`config.mk`:
```
export PLATFORM = sky130hd
export DESIGN_NAME = mp4_decode_time_restamper_flat
export DESIGN_NICKNAME = d
export VERILOG_FILES = /design/src/rtl/core/mdtr_pkg.sv /design/src/rtl/core/mdtr_req_if.sv /design/src/rtl/core/mdtr_rsp_if.sv /design/src/rtl/core/mdtr_queue.sv /design/src/rtl/core/mdtr_front.sv /design/src/rtl/core/mdtr_back.sv /design/src/rtl/core/mp4_decode_time_restamper.sv /design/src/flat_wrapper.sv
export SDC_FILE = /design/constraint.sdc
export NUM_CORES = 2
export LEC_CHECK = 0
export BUFFER_PORTS_ARGS = -buffer_cell sky130_fd_sc_hd__buf_2
export CAP_MARGIN = 25
export CORE_MARGIN = 3
export CORE_UTILIZATION = 50
export CTS_CLUSTER_DIAMETER = 40
export DETAILED_ROUTE_END_ITERATION = 12
export PLACE_DENSITY = 0.68
export SYNTH_ARGS = -nofsm -noshare
export SYNTH_HDL_FRONTEND = slang
export SYNTH_SLANG_ARGS = --single-unit
```
`constraint.sdc`:
```
create_clock -name clock -period 13.64 [get_ports clock]
set_input_delay 0.682 -clock clock [delete_from_list [all_inputs] [get_ports clock]]
set_output_delay 0.682 -clock clock [all_outputs]
set_load 0.02 [all_outputs]
```
`src/rtl/core/mdtr_pkg.sv`:
```
// ---------------------------------------------------------------------------
// mdtr_pkg: shared types and constants of the decode time restamper
// Parse phases, box type codes, the queue entry layout and the queue size.
// ---------------------------------------------------------------------------
package mdtr_pkg;

   typedef enum logic [2:0] {
      PH_HEADER,
      PH_SKIP,
      PH_VERFLAGS,
      PH_TIME,
      PH_DONE
   } parse_phase_type;

   localparam logic [31:0] FOURCC_TFDT = 32'h74666474;
   localparam logic [31:0] FOURCC_TRAF = 32'h74726166;
   localparam logic [31:0] FOURCC_MOOV = 32'h6d6f6f76;
   localparam logic [31:0] FOURCC_TRAK = 32'h7472616b;
   localparam logic [31:0] FOURCC_MINF = 32'h6d696e66;
   localparam logic [31:0] FOURCC_DINF = 32'h64696e66;
   localparam logic [31:0] FOURCC_STBL = 32'h7374626c;
   localparam logic [31:0] FOURCC_MVEX = 32'h6d766578;
   localparam logic [31:0] FOURCC_MOOF = 32'h6d6f6f66;
   localparam logic [31:0] FOURCC_MDIA = 32'h6d646961;

   localparam logic [31:0] MIN_BOX_SIZE = 32'd8;
   localparam logic [7:0]  TFDT_VERSION_LONG = 8'd1;

   localparam int unsigned CSR_ADDR_W = 4;
   localparam logic        REG_RESTAMP_DELTA = 1'b0;

   localparam int unsigned QUEUE_DEPTH = 16;
   localparam int unsigned QUEUE_PTR_W = $clog2(QUEUE_DEPTH);
   localparam int unsigned QUEUE_CNT_W = $clog2(QUEUE_DEPTH + 1);

   typedef struct packed {
      logic [63:0] value;
      logic [3:0]  count;
      logic        last;
      logic        found;
      logic [63:0] stamp;
      logic        malformed;
   } mdtr_entry_type;

   function automatic logic is_container(input logic [31:0] fourcc);
      is_container = (fourcc == FOURCC_TRAF) || (fourcc == FOURCC_MOOV) ||
                     (fourcc == FOURCC_TRAK) || (fourcc == FOURCC_MINF) ||
                     (fourcc == FOURCC_DINF) || (fourcc == FOURCC_STBL) ||
                     (fourcc == FOURCC_MVEX) || (fourcc == FOURCC_MOOF) ||
                     (fourcc == FOURCC_MDIA);
   endfunction

endpackage

```
`src/rtl/core/mdtr_req_if.sv`:
```
// ---------------------------------------------------------------------------
// mdtr_req_if: segment byte channel
// Valid/ready channel that carries one segment byte and its end mark.
// ---------------------------------------------------------------------------
interface mdtr_req_if;
   logic       valid;
   logic       ready;
   logic [7:0] in_byte;
   logic       segment_last;

   modport source (output valid, output in_byte, output segment_last, input ready);
   modport sink (input valid, input in_byte, input segment_last, output ready);
endinterface

```
`src/rtl/core/mdtr_rsp_if.sv`:
```
// ---------------------------------------------------------------------------
// mdtr_rsp_if: restamped byte channel
// Valid/ready channel that carries one output byte and the segment summary.
// ---------------------------------------------------------------------------
interface mdtr_rsp_if;
   logic        valid;
   logic        ready;
   logic [7:0]  out_byte;
   logic        segment_end;
   logic        time_found;
   logic [63:0] new_decode_time;
   logic        malformed;

   modport source (output valid, output out_byte, output segment_end, output time_found,
                   output new_decode_time, output malformed, input ready);
   modport sink (input valid, input out_byte, input segment_end, input time_found,
                 input new_decode_time, input malformed, output ready);
endinterface

```
`src/rtl/core/mdtr_queue.sv`:
```
// ---------------------------------------------------------------------------
// mdtr_queue: entry queue between parser and emitter
// Small circular buffer of byte groups produced by the parser.
// ---------------------------------------------------------------------------
module mdtr_queue
   import mdtr_pkg::*;
(
   input  logic           clock,
   input  logic           reset,
   input  logic           push,
   input  mdtr_entry_type push_entry,
   output logic           full,
   input  logic           pop,
   output logic           head_valid,
   output mdtr_entry_type head_entry
);

   mdtr_entry_type             entry_ff [QUEUE_DEPTH];
   logic [QUEUE_PTR_W-1:0]     wr_ptr_ff, wr_ptr_in;
   logic [QUEUE_PTR_W-1:0]     rd_ptr_ff, rd_ptr_in;
   logic [QUEUE_CNT_W-1:0]     count_ff, count_in;
   logic                       do_push;
   logic                       do_pop;

   assign full       = (count_ff == QUEUE_CNT_W'(QUEUE_DEPTH));
   assign head_valid = (count_ff != '0);
   assign head_entry = entry_ff[rd_ptr_ff];
   assign do_push    = push && !full;
   assign do_pop     = pop && head_valid;

   always_comb begin
      wr_ptr_in = do_push ? wr_ptr_ff + 1'b1 : wr_ptr_ff;
      rd_ptr_in = do_pop ? rd_ptr_ff + 1'b1 : rd_ptr_ff;
      count_in  = count_ff;
      if (do_push && !do_pop) begin
         count_in = count_ff + 1'b1;
      end else if (!do_push && do_pop) begin
         count_in = count_ff - 1'b1;
      end
   end

   always_ff @(posedge clock) begin
      if (reset) begin
         wr_ptr_ff <= '0;
         rd_ptr_ff <= '0;
         count_ff  <= '0;
      end else begin
         wr_ptr_ff <= wr_ptr_in;
         rd_ptr_ff <= rd_ptr_in;
         count_ff  <= count_in;
      end
   end

   always_ff @(posedge clock) begin
      if (do_push) begin
         entry_ff[wr_ptr_ff] <= push_entry;
      end
   end

endmodule

```
`src/rtl/core/mdtr_front.sv`:
```
// ---------------------------------------------------------------------------
// mdtr_front: box parser and time field rewriter
// Tracks box headers and open containers, finds the first tfdt time field,
// adds the delta and pushes byte groups into the queue.
// ---------------------------------------------------------------------------
module mdtr_front
   import mdtr_pkg::*;
#(
   parameter int unsigned MAX_DEPTH = 8
)(
   input  logic           clock,
   input  logic           reset,
   mdtr_req_if.sink       req_chan,
   input  logic [63:0]    restamp_delta,
   input  logic           queue_full,
   output logic           push,
   output mdtr_entry_type push_entry
);

   localparam int unsigned NEST_W = $clog2(MAX_DEPTH + 1);
   localparam int unsigned IDX_W  = (MAX_DEPTH > 1) ? $clog2(MAX_DEPTH) : 1;

   parse_phase_type    phase_ff, phase_in;
   logic [31:0]        stack_ff [MAX_DEPTH];
   logic [31:0]        stack_in [MAX_DEPTH];
   logic [NEST_W-1:0]  nest_ff, nest_in;
   logic [63:0]        shift_ff, shift_in;
   logic [3:0]         count_ff, count_in;
   logic               wide_ff, wide_in;
   logic [63:0]        held_ff, held_in;
   logic               found_ff, found_in;
   logic [63:0]        found_time_ff, found_time_in;
   logic               error_ff, error_in;

   logic               accept;
   logic [63:0]        time_shift;
   logic [63:0]        time_sum;
   logic [63:0]        new_time;
   logic [3:0]         need;
   logic               time_done;

   assign req_chan.ready = !queue_full;
   assign accept         = req_chan.valid && !queue_full;

   assign time_shift = {held_ff[55:0], req_chan.in_byte};
   assign time_sum   = time_shift + restamp_delta;
   assign new_time   = wide_ff ? time_sum : {32'd0, time_sum[31:0]};
   assign need       = wide_ff ? 4'd8 : 4'd4;
   assign time_done  = (count_ff + 4'd1 == need);

   always_comb begin
      logic [63:0] header;
      logic [31:0] box_size;
      logic [31:0] box_type;
      logic [31:0] body;
      logic [63:0] skip_left;
      logic        stop;
      logic        closed;

      phase_in      = phase_ff;
      stack_in      = stack_ff;
      nest_in       = nest_ff;
      shift_in      = shift_ff;
      count_in      = count_ff;
      wide_in       = wide_ff;
      held_in       = held_ff;
      found_in      = found_ff;
      found_time_in = found_time_ff;
      error_in      = error_ff;
      header        = {shift_ff[55:0], req_chan.in_byte};
      box_size      = header[63:32];
      box_type      = header[31:0];
      body          = box_size - MIN_BOX_SIZE;
      skip_left     = (shift_ff != 64'd0) ? shift_ff - 64'd1 : shift_ff;
      stop          = 1'b0;
      closed        = 1'b0;

      if (accept) begin
         case (phase_ff)
            PH_HEADER, PH_SKIP: begin
               for (int k = 0; k < MAX_DEPTH; k++) begin
                  if ((NEST_W'(k) < nest_ff) && (stack_ff[k] != 32'd0)) begin
                     stack_in[k] = stack_ff[k] - 32'd1;
                  end
               end
               if (phase_ff == PH_HEADER) begin
                  shift_in = header;
                  count_in = count_ff + 4'd1;
                  if (count_ff == 4'd7) begin
                     count_in = 4'd0;
                     shift_in = 64'd0;
                     if (box_size < MIN_BOX_SIZE) begin
                        error_in = 1'b1;
                        phase_in = PH_DONE;
                        stop     = 1'b1;
                     end else if (box_type == FOURCC_TFDT) begin
                        phase_in = PH_VERFLAGS;
                        stop     = 1'b1;
                     end else if (is_container(box_type)) begin
                        if (nest_ff >= NEST_W'(MAX_DEPTH)) begin
                           error_in = 1'b1;
                           phase_in = PH_DONE;
                           stop     = 1'b1;
                        end else if (body != 32'd0) begin
                           stack_in[nest_ff[IDX_W-1:0]] = body;
                           nest_in = nest_ff + 1'b1;
                        end
                     end else if (body != 32'd0) begin
                        shift_in = {32'd0, body};
                        phase_in = PH_SKIP;
                     end
                  end
               end else begin
                  shift_in = skip_left;
                  if (skip_left == 64'd0) begin
                     phase_in = PH_HEADER;
                  end
               end
               if (!stop) begin
                  for (int k = 0; k < MAX_DEPTH; k++) begin
                     if (!closed && (NEST_W'(k) < nest_ff) && (stack_in[k] == 32'd0)) begin
                        closed   = 1'b1;
                        nest_in  = NEST_W'(k);
                        phase_in = PH_HEADER;
                        count_in = 4'd0;
                        shift_in = 64'd0;
                     end
                  end
               end
            end
            PH_VERFLAGS: begin
               if (count_ff == 4'd0) begin
                  wide_in = (req_chan.in_byte == TFDT_VERSION_LONG);
               end
               count_in = count_ff + 4'd1;
               if (count_ff == 4'd3) begin
                  count_in = 4'd0;
                  held_in  = 64'd0;
                  phase_in = PH_TIME;
               end
            end
            PH_TIME: begin
               held_in  = time_shift;
               count_in = count_ff + 4'd1;
               if (time_done) begin
                  found_in      = 1'b1;
                  found_time_in = new_time;
                  count_in      = 4'd0;
                  held_in       = 64'd0;
                  phase_in      = PH_DONE;
               end
            end
            default: begin
               phase_in = phase_ff;
            end
         endcase
      end
   end

   always_comb begin
      push       = 1'b0;
      push_entry = '0;
      if (accept) begin
         case (phase_ff)
            PH_TIME: begin
               if (time_done) begin
                  push             = 1'b1;
                  push_entry.value = new_time;
                  push_entry.count = need;
               end else if (req_chan.segment_last) begin
                  push             = 1'b1;
                  push_entry.value = time_shift;
                  push_entry.count = count_ff + 4'd1;
               end
            end
            default: begin
               push             = 1'b1;
               push_entry.value = {56'd0, req_chan.in_byte};
               push_entry.count = 4'd1;
            end
         endcase
         if (req_chan.segment_last) begin
            push_entry.last      = 1'b1;
            push_entry.found     = found_in;
            push_entry.stamp     = found_in ? found_time_in : 64'd0;
            push_entry.malformed = error_in;
         end
      end
   end

   always_ff @(posedge clock) begin
      if (reset || (accept && req_chan.segment_last)) begin
         phase_ff      <= PH_HEADER;
         nest_ff       <= '0;
         shift_ff      <= '0;
         count_ff      <= '0;
         wide_ff       <= 1'b0;
         held_ff       <= '0;
         found_ff      <= 1'b0;
         found_time_ff <= '0;
         error_ff      <= 1'b0;
      end else begin
         phase_ff      <= phase_in;
         nest_ff       <= nest_in;
         shift_ff      <= shift_in;
         count_ff      <= count_in;
         wide_ff       <= wide_in;
         held_ff       <= held_in;
         found_ff      <= found_in;
         found_time_ff <= found_time_in;
         error_ff      <= error_in;
      end
   end

   always_ff @(posedge clock) begin
      stack_ff <= stack_in;
   end

endmodule

```
`src/rtl/core/mdtr_back.sv`:
```
// ---------------------------------------------------------------------------
// mdtr_back: byte emitter
// Takes byte groups from the queue and sends them one byte per transfer.
// ---------------------------------------------------------------------------
module mdtr_back
   import mdtr_pkg::*;
(
   input  logic           clock,
   input  logic           reset,
   input  logic           head_valid,
   input  mdtr_entry_type head_entry,
   output logic           pop,
   mdtr_rsp_if.source     rsp_chan
);

   logic [63:0] data_ff, data_in;
   logic [3:0]  left_ff, left_in;
   logic        last_ff, last_in;
   logic        found_ff, found_in;
   logic [63:0] stamp_ff, stamp_in;
   logic        malformed_ff, malformed_in;

   logic        take;
   logic        final_byte;
   logic [6:0]  align;

   assign take       = rsp_chan.valid && rsp_chan.ready;
   assign final_byte = last_ff && (left_ff == 4'd1);
   assign pop        = head_valid && ((left_ff == 4'd0) || ((left_ff == 4'd1) && take));
   assign align      = {4'd8 - head_entry.count, 3'd0};

   assign rsp_chan.valid           = (left_ff != 4'd0);
   assign rsp_chan.out_byte        = data_ff[63:56];
   assign rsp_chan.segment_end     = final_byte;
   assign rsp_chan.time_found      = final_byte && found_ff;
   assign rsp_chan.new_decode_time = final_byte ? stamp_ff : 64'd0;
   assign rsp_chan.malformed       = final_byte && malformed_ff;

   always_comb begin
      data_in      = data_ff;
      left_in      = left_ff;
      last_in      = last_ff;
      found_in     = found_ff;
      stamp_in     = stamp_ff;
      malformed_in = malformed_ff;
      if (pop) begin
         data_in      = head_entry.value << align;
         left_in      = head_entry.count;
         last_in      = head_entry.last;
         found_in     = head_entry.found;
         stamp_in     = head_entry.stamp;
         malformed_in = head_entry.malformed;
      end else if (take) begin
         data_in = {data_ff[55:0], 8'd0};
         left_in = left_ff - 4'd1;
      end
   end

   always_ff @(posedge clock) begin
      if (reset) begin
         left_ff <= '0;
      end else begin
         left_ff <= left_in;
      end
   end

   always_ff @(posedge clock) begin
      data_ff      <= data_in;
      last_ff      <= last_in;
      found_ff     <= found_in;
      stamp_ff     <= stamp_in;
      malformed_ff <= malformed_in;
   end

endmodule

```
`src/rtl/core/mp4_decode_time_restamper.sv`:
```
// ---------------------------------------------------------------------------
// mp4_decode_time_restamper: tfdt base media decode time rewriter
// Parses an MP4 segment byte stream and adds a signed delta to the first
// tfdt decode time, passing all other bytes through unchanged.
//
//   Channel   Ports         Direction  Payload
//   request   req_chan      in         in_byte, segment_last
//   response  rsp_chan      out        out_byte, segment_end, time_found,
//                                      new_decode_time, malformed
//   config    psel...       in/out     restamp_delta at byte address 0
//
// One segment byte is accepted per cycle while the queue is not full.
// The time field bytes are held in the parser and leave as one group of four
// or eight bytes, which the emitter sends one byte per transfer.
// An accepted byte passes the queue entry and then the emitter register, the
// two stages, before it is offered on the result channel.
// A sixteen-entry queue absorbs the backlog that a time field group leaves, so
// the input stalls only when the output stalls long enough to fill the queue.
// Reset is synchronous.
// ---------------------------------------------------------------------------
module mp4_decode_time_restamper
   import mdtr_pkg::*;
#(
   parameter int unsigned MAX_DEPTH = 8
)(
   input  logic                  clock,
   input  logic                  reset,
   mdtr_req_if.sink              req_chan,
   mdtr_rsp_if.source            rsp_chan,
   input  logic                  psel,
   input  logic                  penable,
   input  logic                  pwrite,
   input  logic [CSR_ADDR_W-1:0] paddr,
   input  logic [63:0]           pwdata,
   output logic [63:0]           prdata,
   output logic                  pready
);

   logic [63:0]    delta_ff, delta_in;
   logic           queue_full;
   logic           push;
   mdtr_entry_type push_entry;
   logic           pop;
   logic           head_valid;
   mdtr_entry_type head_entry;

   assign pready = 1'b1;
   assign prdata = (paddr[3] == REG_RESTAMP_DELTA) ? delta_ff : 64'd0;

   always_comb begin
      delta_in = delta_ff;
      if (psel && penable && pwrite && (paddr[3] == REG_RESTAMP_DELTA)) begin
         delta_in = pwdata;
      end
   end

   always_ff @(posedge clock) begin
      if (reset) begin
         delta_ff <= '0;
      end else begin
         delta_ff <= delta_in;
      end
   end

   mdtr_front #(
      .MAX_DEPTH (MAX_DEPTH)
   ) u_front (
      .clock         (clock),
      .reset         (reset),
      .req_chan      (req_chan),
      .restamp_delta (delta_ff),
      .queue_full    (queue_full),
      .push          (push),
      .push_entry    (push_entry)
   );

   mdtr_queue u_queue (
      .clock      (clock),
      .reset      (reset),
      .push       (push),
      .push_entry (push_entry),
      .full       (queue_full),
      .pop        (pop),
      .head_valid (head_valid),
      .head_entry (head_entry)
   );

   mdtr_back u_back (
      .clock      (clock),
      .reset      (reset),
      .head_valid (head_valid),
      .head_entry (head_entry),
      .pop        (pop),
      .rsp_chan   (rsp_chan)
   );

endmodule
```
`src/flat_wrapper.sv`:
```
// flat-port wrapper written by rule: the top's interface ports become plain ports
module mp4_decode_time_restamper_flat import mdtr_pkg::*;
#(
   parameter int unsigned MAX_DEPTH = 8
)
  (clock, reset, psel, penable, pwrite, paddr, pwdata, prdata, pready, req_chan_valid, req_chan_in_byte, req_chan_segment_last, req_chan_ready, rsp_chan_valid, rsp_chan_out_byte, rsp_chan_segment_end, rsp_chan_time_found, rsp_chan_new_decode_time, rsp_chan_malformed, rsp_chan_ready);
  mdtr_req_if req_chan_i ();
  mdtr_rsp_if rsp_chan_i ();
  input  logic clock;
  input  logic reset;
  input  logic psel;
  input  logic penable;
  input  logic pwrite;
  input  logic [CSR_ADDR_W-1:0] paddr;
  input  logic [63:0] pwdata;
  output logic [63:0] prdata;
  output logic pready;
  input wire logic [$bits(req_chan_i.valid)-1:0] req_chan_valid;
  input wire logic [$bits(req_chan_i.in_byte)-1:0] req_chan_in_byte;
  input wire logic [$bits(req_chan_i.segment_last)-1:0] req_chan_segment_last;
  output wire logic [$bits(req_chan_i.ready)-1:0] req_chan_ready;
  output wire logic [$bits(rsp_chan_i.valid)-1:0] rsp_chan_valid;
  output wire logic [$bits(rsp_chan_i.out_byte)-1:0] rsp_chan_out_byte;
  output wire logic [$bits(rsp_chan_i.segment_end)-1:0] rsp_chan_segment_end;
  output wire logic [$bits(rsp_chan_i.time_found)-1:0] rsp_chan_time_found;
  output wire logic [$bits(rsp_chan_i.new_decode_time)-1:0] rsp_chan_new_decode_time;
  output wire logic [$bits(rsp_chan_i.malformed)-1:0] rsp_chan_malformed;
  input wire logic [$bits(rsp_chan_i.ready)-1:0] rsp_chan_ready;
  assign req_chan_i.valid = req_chan_valid;
  assign req_chan_i.in_byte = req_chan_in_byte;
  assign req_chan_i.segment_last = req_chan_segment_last;
  assign req_chan_ready = req_chan_i.ready;
  assign rsp_chan_valid = rsp_chan_i.valid;
  assign rsp_chan_out_byte = rsp_chan_i.out_byte;
  assign rsp_chan_segment_end = rsp_chan_i.segment_end;
  assign rsp_chan_time_found = rsp_chan_i.time_found;
  assign rsp_chan_new_decode_time = rsp_chan_i.new_decode_time;
  assign rsp_chan_malformed = rsp_chan_i.malformed;
  assign rsp_chan_i.ready = rsp_chan_ready;
  mp4_decode_time_restamper #(.MAX_DEPTH(MAX_DEPTH)) u_core (.clock(clock), .reset(reset), .req_chan(req_chan_i), .rsp_chan(rsp_chan_i), .psel(psel), .penable(penable), .pwrite(pwrite), .paddr(paddr), .pwdata(pwdata), .prdata(prdata), .pready(pready));
endmodule
```
Yosys cells after proc, flatten, opt, wreduce, memory -nomap -nowiden
Memory sizes are Yosys's and may differ from the RTL's. A register that Yosys moved wholly into a read port is not among the register bits. Cells that the tools add are included.

Add/subtract/negate cells: 19. Mux-type cells: 179. Shift operators: 1. Bitwise operators: 2. Equality and inequality tests: 21. Magnitude comparators: 12. Reduce and logical (&&, ||, !) cells: 93.

Operator list (count): $mux W256 (9); $mux W64 (21); $mux W32 (29); $eq A32 B31 Y1 const B (10); $reduce_bool A32 Y1 (9); $bwmux W256 (1); $logic_not A32 Y1 (8); $sub A32 B1 Y32 const B (8); $mux W68 (3); $mux W4 (34); $mux W135 (1); $mux W56 (2); $pmux W56 S2 (1); $demux W32 S3 (1); $mux W67 (1); $add A64 B64 Y64 (1); $logic_not A64 Y1 (1); $reduce_bool A64 Y1 (1); $shl A64 B7 Y64 (1); $sub A64 B1 Y64 const B (1); $mux W3 (19); $mux W1 (53); $logic_and A1 B1 Y1 (39); $lt A32 B4 Y1 const B (1); 37 further kinds (72).

Input port bits: 84. Bits in writable memories: 2160. Word-level logic and storage cells: 355. Output and inout port bits: 142. Memories: 1. Flip-flop bits (word level): 666.

Memory list: u_core.u_queue.entry_ff (depth 16, bits a word 135, read ports 1, clocked after memory_dff 1, wr ports 1, RTL line mdtr_queue.sv:18) `mdtr_entry_type entry_ff [QUEUE_DEPTH];`.

Longest topological paths before layout
Word-level depth: 70. Depth in mapped cells: 19. Gate-level depth less buffers: 14.

Modules after synthesis
Synthesis repeated with hierarchy kept, for this count alone.

Cell total of the unflattened synthesis: 8814. Area total of the unflattened synthesis: 128580.8 um^2.

Modules (own cells, without submodules): mdtr_queue (times used 1, area each 82341.5 um^2, cells each 3411, seq. area each 65202.5 um^2); mdtr_front (times used 1, area each 35592.9 um^2, cells each 4495, seq. area each 11651.2 um^2); mdtr_back (times used 1, area each 7289.5 um^2, cells each 557, seq. area each 4013.8 um^2); mp4_decode_time_restamper (times used 1, area each 3357.0 um^2, cells each 351, seq. area each 1281.2 um^2).

Least setup slack after synthesis
OpenSTA, ideal clock, no wires.

Kind: register -> register. Start: register u_core.u_front.count_ff[1]. End: memory u_core.u_queue.entry_ff[3][0] (netlist bit) (enable). Path buffers: 1. Path slack: 1.751 ns. Stages on the path, launching flop included: 9. Setup time: 0.794 ns. Clock period less this slack: 11.889 ns. Arrival: 11.095 ns. Data required time: 12.846 ns. Cell sequence: dfxtp_1 > ha_1 > clkbuf_1 > nand3_1 > o22ai_1 > nor3_1 > nor2_1 > nand2_1 > nor3_1.

Word-level cells in the longest chain between the ends: 8.

RTL lines: start, declared (RTL line mdtr_front.sv:28) `logic [3:0] count_ff, count_in;`; start signal, assigned (RTL line mdtr_front.sv:206) `count_ff <= count_in;`; $add A4 B1 Y4 (RTL line mdtr_front.sv:49) `assign time_done = (count_ff + 4'd1 == need);`; $eq A4 B4 Y1 (RTL line mdtr_front.sv:49); $mux W1 (RTL line mdtr_front.sv:166) `if (time_done) begin`; $mux W1 (RTL line mdtr_front.sv:164) `case (phase_ff)`; $mux W1 (RTL line mdtr_front.sv:163) `if (accept) begin`; $logic_and A1 B1 Y1 (RTL line mdtr_queue.sv:28) `assign do_push = push && !full;`; net u_core.u_queue.do_push (RTL line mdtr_queue.sv:22) `logic do_push;`; $mux W1 (RTL line mdtr_queue.sv:55) `if (do_push) begin`; $mux W1 (not written as such) (RTL line mdtr_queue.sv:56) `entry_ff[wr_ptr_ff] <= push_entry;`; end, declared (RTL line mdtr_queue.sv:18).

The timed path passes the listed nets, and every way through them passes these cells.

Final worst setup path
Start: register u_core.u_front.shift_ff[27]. End: register u_core.u_front.shift_ff[28].

Word-level cells in the longest chain between the ends: 64. Elaborated cells between the ends (all ways): 94. Those cells by class: add/sub: 2; order compare: 1; mux: 59; reduce/logical: 32.

RTL lines: start, declared (RTL line mdtr_front.sv:27) `logic [63:0] shift_ff, shift_in;`; start signal, assigned (RTL line mdtr_front.sv:205) `shift_ff <= shift_in;`; $sub A32 B4 Y32 (RTL line mdtr_front.sv:73) `body = box_size - MIN_BOX_SIZE;`; $reduce_bool A32 Y1 / $bwmux W256 (equally long branches) (RTL line mdtr_front.sv:104, mdtr_front.sv:108, mdtr_front.sv:105); $mux W256 (RTL line mdtr_front.sv:104) `end else if (body != 32'd0) begin`; $mux W256 (RTL line mdtr_front.sv:100) `if (nest_ff >= NEST_W'(MAX_DEPTH)) begin`; $mux W256 (RTL line mdtr_front.sv:99) `end else if (is_container(box_type)) begin`; $mux W256 (RTL line mdtr_front.sv:96) `end else if (box_type == FOURCC_TFDT) begin`; $mux W256 (RTL line mdtr_front.sv:92) `if (box_size < MIN_BOX_SIZE) begin`; $mux W256 (RTL line mdtr_front.sv:89) `if (count_ff == 4'd7) begin`; (+47 left out); $mux W1 (RTL line mdtr_front.sv:121) `if (!closed && (NEST_W'(k) < nest_ff) && (stack_in[k] == 32'd0)) begin`; $mux W1 (RTL line mdtr_front.sv:119) `if (!stop) begin`; $mux W1 (RTL line mdtr_front.sv:79) `case (phase_ff)`; $mux W1 (RTL line mdtr_front.sv:78) `if (accept) begin`; $logic_not A1 Y1 (RTL line mdtr_front.sv:121); $logic_and A1 B1 Y1 (2 in a row) (RTL line mdtr_front.sv:121); $mux W64 (RTL line mdtr_front.sv:121); $mux W64 (*) (RTL line mdtr_front.sv:119).

Mark *: on every way between the ends. The rest lies on a longest branch, timed or not. The select of a mux whose other input is x is not followed. A chain may end at the register's enable or synchronous reset.

==> parameters.txt <==
Parameter                              Value

Final layout
  Post-route cell area ... 0.1463 mm^2
  Fraction of layout cells with a size suffix above 1 ... 20.69%
  Most common cell after layout, fill and taps aside ... sky130_fd_sc_hd__edfxtp_1
  Commonest cells after routing, fill and taps aside ... sky130_fd_sc_hd__edfxtp_1, sky130_fd_sc_hd__nor2_1, sky130_fd_sc_hd__mux4_2
  Synthesis-to-layout area growth ... 15.78%
  Count of nets after finishing ... 9121

Place
  Routability cong. ... 0.9439
  Estimated wirelength of the detail-placed design ... 213800 um
  Pre-CTS setup slack ... 6877 ps
  Instance area after placement ... 0.1316 mm^2
  Buffers added on ports ... 221

STA
  Setup violation total in the final timing report ... 0
  PnR worst setup slack ... 6604 ps
  Hold Vio Cnt, Final ... 0
  Slew at the pin closest to its max-slew limit ... 1195 ps
  Number of slew-limit violations in the final report ... 0
  Final sum of negative setup slack ... 0 ps
  Setup repair after global routing missed its margin ... false
  Final period demand of the worst path ... 7036 ps
  Relative max-transition margin ... 20.30%
  Period Utilization, post-route ... 51.59%
  Maximum clock frequency ... 142.1 MHz
  Final Skew ... 149.8 ps

Pwr
  Pwr dens ... 207.4 mW/mm^2
  Logic gate share of total power ... 31.3%
  Worst IR Drop VDD ... 0.0004580 V
  Clock share of power ... 34.1%
  Net switching power figure ... 11.05 mW
  Leakage power ... 51.33 nW
  Internal power component ... 19.28 mW
  Portion of total power attributed to sequential cells ... 34.6%
  Proportion of total power due to net switching ... 36.43%

Yosys
  FFs w/ async S/R, synth ... 0%
  YS warnings ... 0
  Cell area after synthesis ... 0.1263 mm^2
  Number of enable-type register cells in the synthesized netlist ... 2547
  Post-synthesis cell count ... 8568
  Synthesized Nets ... 8755
  Count of different cell masters after synthesis ... 104
  Most frequently used flop master after synthesis ... sky130_fd_sc_hd__edfxtp_1
  Post-Syn Area per Cell ... 14.74 um^2
  Total of flip-flops plus latches after synthesis ... 2830
  Post-synthesis sequential area ratio ... 65.03%

Critical path
  Critical path endpoint category ... flip-flop
  Crit path launch type ... flip-flop
  Largest driver fanout on the critical path ... 62
  Crit path kind ... reg -> reg
  Data arrival at the endpoint of the critical path ... 7820 ps
  Critical path required time ... 14420 ps

GRT
  Maximum number of pins on one net before global-route repair ... 148
  Total global routing overflow ... 0
  Global-route wire length before repair ... 534600 um
  Number of global-route vias before repair ... 78240
  Initial antenna violation count ... 17
  Global router's overall resource usage ... 28.02%

Clock tree
  Post-CTS sizing ... 0
  CTS root buffer ... sky130_fd_sc_hd__clkbuf_16
  H-tree level count ... 5
  Number of buffers inserted by post-CTS setup repair ... 0
  Maximum buffer depth of the clock tree ... 4
  Number of buffers created by CTS ... 400
  Clock insertion delay at the later pin of the skew report ... 1010 ps
  CTS tree ... built
  Clock slew seen by the registers of the worst setup and hold paths ... 60 ps
  Clk sink count ... 2830

Route
  M1 WL ... 140200 um
  Wire length on met3 ... 30020 um
  Via total after detailed routing ... 80820
  Detailed route wirelength on metal2 ... 180700 um
  Remaining routing DRC violations ... 0
  Total iterations of the first detailed-routing run ... 6
  First-iteration detailed-routing DRC count ... 10350
  Number of vias per cell after detailed routing ... 6.413
  Number of nets with antenna violations after routing ... 0
  Post-DR wirelength/cell ... 29.25 um
  Post-detailed-routing wire length ... 368700 um
  Top layer in use ... met5

Die
  Initial core utilization ... 50.53%
  Number of primary I/O pins ... 226
  FP Rows ... 183
  Die Ht ... 508.7 um
  Die Area ... 0.2587 mm^2
  Chip Width ... 508.7 um
  Core box area ... 0.2500 mm^2

Min path
  Type of the most critical hold path ... in -> reg

Job
  Max Cap Violations ... 0

Status
  Run status ... finished, final reports clean
metrics by stage:
step / utilization [%] / power, mW / instances / hold slack (ps)
after global placement: 52.54 / 19.77 / 11740 / 454.0
final: 58.50 / 30.33 / 12600 / 48.90
after global routing: 58.49 / 31.21 / 12600 / 43.38
after detailed placement: 52.63 / 19.85 / 11760 / 467.0
after CTS: 58.29 / 30.22 / 12550 / 1.056
after floorplan: - / 15.65 / 8568 / 438.9
flip-flops by register name, summed over array words and instances (netlist names), 3 cells and up, named ones only:
register and count:
u_core.delta_ff 64, u_core.u_back.data_ff 64, u_core.u_back.left_ff 4, u_core.u_back.stamp_ff 64, u_core.u_front.count_ff 4, u_core.u_front.found_time_ff 64
u_core.u_front.held_ff 56, u_core.u_front.nest_ff 4, u_core.u_front.phase_ff 3, u_core.u_front.shift_ff 64, u_core.u_front.stack_ff 256, u_core.u_queue.count_ff 5
u_core.u_queue.entry_ff 2160, u_core.u_queue.rd_ptr_ff 4, u_core.u_queue.wr_ptr_ff 4
cell type report:
type,count,area [um^2]
fill,18870,103800
sequential,2830,82170
multi-input combinational,5110,42150
clock buffer,457,10390
tap,3330,4167
timing repair buffer,514,3993
clock inverter,271,3074
inverter,78,302.8
antenna,12,30.03
synth_stat cells, types with 88 or more instances:
library cell / number / area [um^2]
sky130_fd_sc_hd__mux4_2: 664 / 14950
sky130_fd_sc_hd__ha_1: 101 / 1264
sky130_fd_sc_hd__nor3_1: 216 / 1081
sky130_fd_sc_hd__o21ai_0: 162 / 810.8
sky130_fd_sc_hd__a21oi_1: 548 / 2743
sky130_fd_sc_hd__nand3_1: 116 / 580.6
sky130_fd_sc_hd__xor2_1: 188 / 1647
sky130_fd_sc_hd__clkbuf_1: 438 / 1644
sky130_fd_sc_hd__mux2i_1: 114 / 1141
sky130_fd_sc_hd__nor2b_1: 103 / 644.4
sky130_fd_sc_hd__a22oi_1: 90 / 675.7
sky130_fd_sc_hd__dfxtp_1: 283 / 5665
sky130_fd_sc_hd__nor2_1: 773 / 2902
sky130_fd_sc_hd__nor4_1: 129 / 807.0
sky130_fd_sc_hd__edfxtp_1: 2547 / 76480
sky130_fd_sc_hd__nand2_1: 539 / 2023
sky130_fd_sc_hd__xnor2_1: 189 / 1655
sky130_fd_sc_hd__or3_1: 88 / 550.5
sky130_fd_sc_hd__and3_1: 119 / 744.5
metal layers:
layer  global-route usage [%]  up-vias
li1                         -    34510
met1                    37.19    41330
met2                    46.43     4194
met3                    4.222      787
met4                    11.74        4
met5                        0        -
critical path: stages, from the launching register on:
cell and delay, ps:
sky130_fd_sc_hd__dfxtp_1 300, sky130_fd_sc_hd__buf_4 280, sky130_fd_sc_hd__inv_1 140, sky130_fd_sc_hd__ha_1 560
sky130_fd_sc_hd__nor4b_2 900, sky130_fd_sc_hd__nand4_1 390, sky130_fd_sc_hd__nand2b_1 330, sky130_fd_sc_hd__xor2_1 310
sky130_fd_sc_hd__buf_4 330, sky130_fd_sc_hd__nand4_1 120, sky130_fd_sc_hd__or4_4 490, sky130_fd_sc_hd__o211ai_1 530
sky130_fd_sc_hd__nor2_4 60, sky130_fd_sc_hd__buf_4 320, sky130_fd_sc_hd__nor3_2 650, sky130_fd_sc_hd__nor4b_4 160
sky130_fd_sc_hd__nor2_4 130, sky130_fd_sc_hd__buf_4 630, sky130_fd_sc_hd__o311ai_1 200
kinds of logic (layout without fill, tap and decap cells):
kind of cell | count (synthesis) | count (layout) | share of synthesized area, %
AO/OA/AOI/OAI | 1308 | 1308 | 6.440
other | 1 | 13 | 0.002968
XOR/XNOR | 377 | 377 | 2.614
flip-flops | 2830 | 2830 | 65.03
AND/OR/NAND/NOR | 2514 | 2514 | 9.926
adder cells (fa/ha/maj) | 103 | 103 | 1.032
buffers and inverters | 628 | 1320 | 1.952
multiplexers | 807 | 807 | 13.01
repair_timing:
action,CTS,global route
hold buffers,67,0
setup endpoints to repair,0,0
hold endpoints to repair,62,0
worst paths after layout:
| path | to | slack (ps) | cells past startpoint | startpoint |
|---|---|---|---|---|
| setup / recovery | u_core.u_front.shift_ff[28] | 6600 | 18 | u_core.u_front.shift_ff[27] |
| hold reg to reg | u_core.u_front.found_time_ff[61] | 470 | 2 | u_core.u_front.found_time_ff[61] |
| setup reg to reg | u_core.u_front.shift_ff[28] | 6600 | 18 | u_core.u_front.shift_ff[27] |
| hold / removal | u_core.delta_ff[11] | 50 | 3 | pwdata[11] |
power by group through the flow:
stage / sequential (mW) / combinational (mW) / clock (mW)
after global placement: 10.6 / 9.14 / 0
after CTS: 10.5 / 9.28 / 10.5
final: 10.5 / 9.49 / 10.4
after global routing: 10.5 / 9.85 / 10.8
after detailed placement: 10.6 / 9.20 / 0
after floorplan: 10.5 / 5.18 / 0
Note: power is estimated with default switching activity, not from simulation.
